===== src/sv/sssp_ram.sv =====
// ----------------------------------------------------------------------------
// sssp_ram
// Simple dual-port RAM: one write port, one read port with registered data.
// ----------------------------------------------------------------------------
module sssp_ram #(
    parameter int WIDTH = 8,
    parameter int DEPTH = 16
) (
    input  logic                     i_clk,
    input  logic                     i_we,
    input  logic [$clog2(DEPTH)-1:0] i_waddr,
    input  logic [WIDTH-1:0]         i_wdata,
    input  logic [$clog2(DEPTH)-1:0] i_raddr,
    output logic [WIDTH-1:0]         o_rdata
);

    logic [WIDTH-1:0] r_mem [DEPTH];
    logic [WIDTH-1:0] r_rdata;

    always_ff @(posedge i_clk) begin
        if (i_we) begin
            r_mem[i_waddr] <= i_wdata;
        end
        r_rdata <= r_mem[i_raddr];
    end

    assign o_rdata = r_rdata;

endmodule


===== config.mk =====
export PLATFORM = sky130hd
export DESIGN_NAME = sssp_ram
export DESIGN_NICKNAME = d
export VERILOG_FILES = /design/src/sv/sssp_ram.sv
export SDC_FILE = /design/constraint.sdc
export NUM_CORES = 1
export LEC_CHECK = 0
export BUFFER_PORTS_ARGS = -buffer_cell sky130_fd_sc_hd__clkbuf_2
export CORE_UTILIZATION = 36
export DETAILED_ROUTE_END_ITERATION = 8
export HOLD_SLACK_MARGIN = 0.08
export PLACE_DENSITY = 0.57
export REMOVE_ABC_BUFFERS = 1
export SYNTH_ARGS = -nofsm -noshare
export SYNTH_HDL_FRONTEND = slang
export SYNTH_SLANG_ARGS = --single-unit

===== constraint.sdc =====
create_clock -name i_clk -period 3.8 [get_ports i_clk]
set_input_delay 0.19 -clock i_clk [delete_from_list [all_inputs] [get_ports i_clk]]
set_output_delay 0.19 -clock i_clk [all_outputs]
set_load 0.02 [all_outputs]

# After elaboration in Yosys (flattened, before gate mapping)
# Memory sizes are Yosys's and may differ from the RTL's. A register that Yosys moved wholly into a read port is not among the register bits.
# Index checks and enable logic that the tools add are counted.
dict set report totals {
  register_bits 0
  ram_bits 128
  out_inout_bits 8
  word_cells 3
  mem_count 1
}
# memory words width rd rd_clocked_by_memory_dff write_ports line
set mem_list {}
lappend mem_list {r_mem 16 8 1 1 1 17} ;# logic [WIDTH-1:0] r_mem [DEPTH];
dict set report classes {
  n_mux 2
}
# cell n
set op_table {}
lappend op_table {{$mux W1} 2}

# Depth between registers and ports, before layout
dict set report logic_depth {
  word_depth 2
  mapped_depth 5
  ltp_nobuf 3
}

# Least setup slack after synthesis
# Ideal clock, no wire load.
dict set report synth_path {
  kind {input port to flip-flop}
  from {in i_waddr[2]}
  to {mem r_mem[0][0] (enable)}
  setup_ns 0.383
  arrival_ns 1.300
  slack_ns 2.117
  stages 2
  path_cell_list {or3b_2 > nor3_1}
}
# element line
set synth_rtl {}
lappend synth_rtl {{start, declared} 11} ;# input logic [$clog2(DEPTH)-1:0] i_waddr,
lappend synth_rtl {{end, declared} 17}
# Straight into the memory's write port.

==> impl_metrics.ini <==
[drt]
drc_errors = 0
wirelength_mm = 9.79
drt-pass1-iter-count = 4
wl_per_cell_um = 21.3
vias = 2382
drt_iter0_drc = 263
ant_nets = 0
avgViaCountPerCell = 5.18

[pwr]
power.density_nw_per_um2 = 577
p_leak_nw = 2.01
power_switching_mw = 0.684
p_int_mw = 2.81
ir_drop_v = 0.000366
p_sw_frac = 0.196
p_clk_frac = 0.472
combPwrFrac = 0.045
pwr-share-seq = 0.484

[cts]
cts_buffers = 17
hold_buffers = 0
cts_max_path_buffers = 2
ctsResizeCount = 0
cts_root_buf = clkbuf_16
postCtsSetupBuffers = 0
cts_sinks = 136
clkLatencyLatePin_ns = 0.42
tritoncts = yes
cts.clk_slew.worst_paths_ns = 0.06
h-tree-depth = 4

[yosys]
synth_largest_area_cell = edfxtp_1
yosysWarnings = 0
synthCells = 229
synth-seq-cells = 136
ys_types = 19
seq_area_frac_synth = 0.778
synth.area.top_cells = edfxtp_1, mux4_2, mux4_1
syn_area_um2 = 5150
synth_area_per_cell_um2 = 22.5
yosysTopAreaCellShare = 0.747

[min_path]
hold_class = input pin to register

[timing]
worst-slew-pin-transition_ns = 1.25
final_max_slew_viol_count = 0
period_minus_slack_ns = 1.80
skew_ns = 0.00549
rsz0062_at_grt = false
setup_viol = 0
max_freq_mhz = 554
slew_headroom = 0.163
final.setup.tns_ns = 0
period_share = 0.475
hold_violations = 0

[placement]
dp.cells = 428
portBuffers = 25
post-dp-hpwl_mm = 6.08
place_congestion = 0.697
placed_cell_area_um2 = 5440

[cells_and_area]
num_antenna_cells = 0
finalNonFillerCells = 460
layout-drive-gt1-share = 0.279
multi_input_area_um2 = 1060
fillers = 1174
fin_nets = 285
syn_to_final_growth_pct = 17.5
seqCellArea_um2 = 4000
finalInstanceArea_um2 = 6050

[setup_path]
crit_type = input pin to register
cp.arrival_ns = 2.11
slowest_stage = clkbuf_2
cp_max_fo = 23
max_stage_delay_ns = 0.67
cp-end-kind = register
r2r_setup_slack_ns = 2.44
path_cells = clkbuf_2 > buf_4 > mux4_1 > a22oi_1 > nand2_1
worstPathRequired_ns = 4.10
start_kind = input pin

[global_route]
grtUsageTotal = 0.149
grt_pass1_wl_mm = 15.0
grt_pass1_vias = 2516
grt_max_degree = 33
overflow = 0
antenna_found_initial = 0

[floorplanning]
die_area_um2 = 14800
die_h_um = 122
die_x_um = 122
ios = 26
row_count = 43
coreArea_um2 = 13900
start_util = 0.369

[run_status]
status = finished clean

[run]
maxCapViolations = 0
-- layout make-up --
class,count,share of cell area
timing repair buffer,29,0.0257
tap,180,0.0372
clock buffer,25,0.0852
clock inverter,7,0.0149
multi-input combinational,83,0.175
sequential,136,0.662
-- per-stage QoR --
step	hold slack [ns]	setup slack [ns]	total power, mW	utilization
floorplan	0.289	2.12	1.80	-
global placement	0.606	1.55	1.88	0.391
detailed placement	0.607	1.54	1.88	0.391
CTS	0.184	1.98	3.52	0.434
global route	0.221	1.83	3.59	0.434
finish	0.199	2.00	3.49	0.434
-- registers in the layout (all words and copies together) (netlist names) --
signal / flops
o_rdata: 8
r_mem: 128
-- worst max-delay path: cells and delay by family --
kind,cells,cell delay [ns]
multiplexers,1,0.59
AO/OA/AOI/OAI,1,0.21
AND/OR/NAND/NOR,1,0.07
buffers and inverters,2,1.03
-- layout by cell type, fill, tap and decap left out --
cell	count
clkinvlp_4	2
and2b_1	1
clkinv_2	3
dfxtp_1	8
bufinv_16	2
clkbuf_2	25
and2_1	1
nand3_1	1
clkbuf_16	17
mux4_1	14
nand2_1	9
nor3_1	4
clkbuf_8	6
a22oi_1	16
or3b_2	1
nand2b_1	2
nand3b_1	2
buf_4	4
mux4_2	18
edfxtp_1	128
clkbuf_1	2
nor2_1	13
nor2b_1	1
-- cell usage after synthesis (all sizes together) --
cell type	n
clkdlybuf4s25	3
nand3b	2
a22oi	16
mux4	32
and2b	1
and2	1
or3b	1
nor2	13
buf	7
nor2b	1
nor3	4
nand3	1
nand2b	2
edfxtp	128
dfxtp	8
nand2	9
-- layer usage --
metal  up-vias  wire length (µm)  global-route usage
met5         -                 0                   0
met4         0               203              0.0795
met3        18               366              0.0393
met2        52              4710               0.228
met1      1264              4510               0.196
li1       1048                 -                   -
-- path summary, 6_finish.rpt --
check,from,cells past startpoint,to
hold / removal,i_wdata[6],1,r_mem[6][6]$_DFFE_PP_
setup reg to reg,r_mem[2][7]$_DFFE_PP_,3,o_rdata[7]$_DFF_P_
setup / recovery,i_raddr[0],5,o_rdata[0]$_DFF_P_
hold reg to reg,r_mem[12][5]$_DFFE_PP_,3,o_rdata[5]$_DFF_P_
-- kinds of logic after synthesis --
| group | share of synthesized area |
|---|---|
| DFF | 0.778 |
| buffers and inverters | 0.0168 |
| and+or+nand+nor | 0.0318 |
| muxes | 0.150 |
| AOI/OAI and AO/OA | 0.0233 |
-- power groups by stage --
stage	clock, mW	combinational, mW	sequential, mW
after floorplan	0	0.0672	1.73
after global placement	0	0.157	1.72
after detailed placement	0	0.159	1.72
after CTS	1.67	0.159	1.69
after global routing	1.73	0.171	1.69
final	1.65	0.156	1.69
Power figures use the tool's default switching activity.
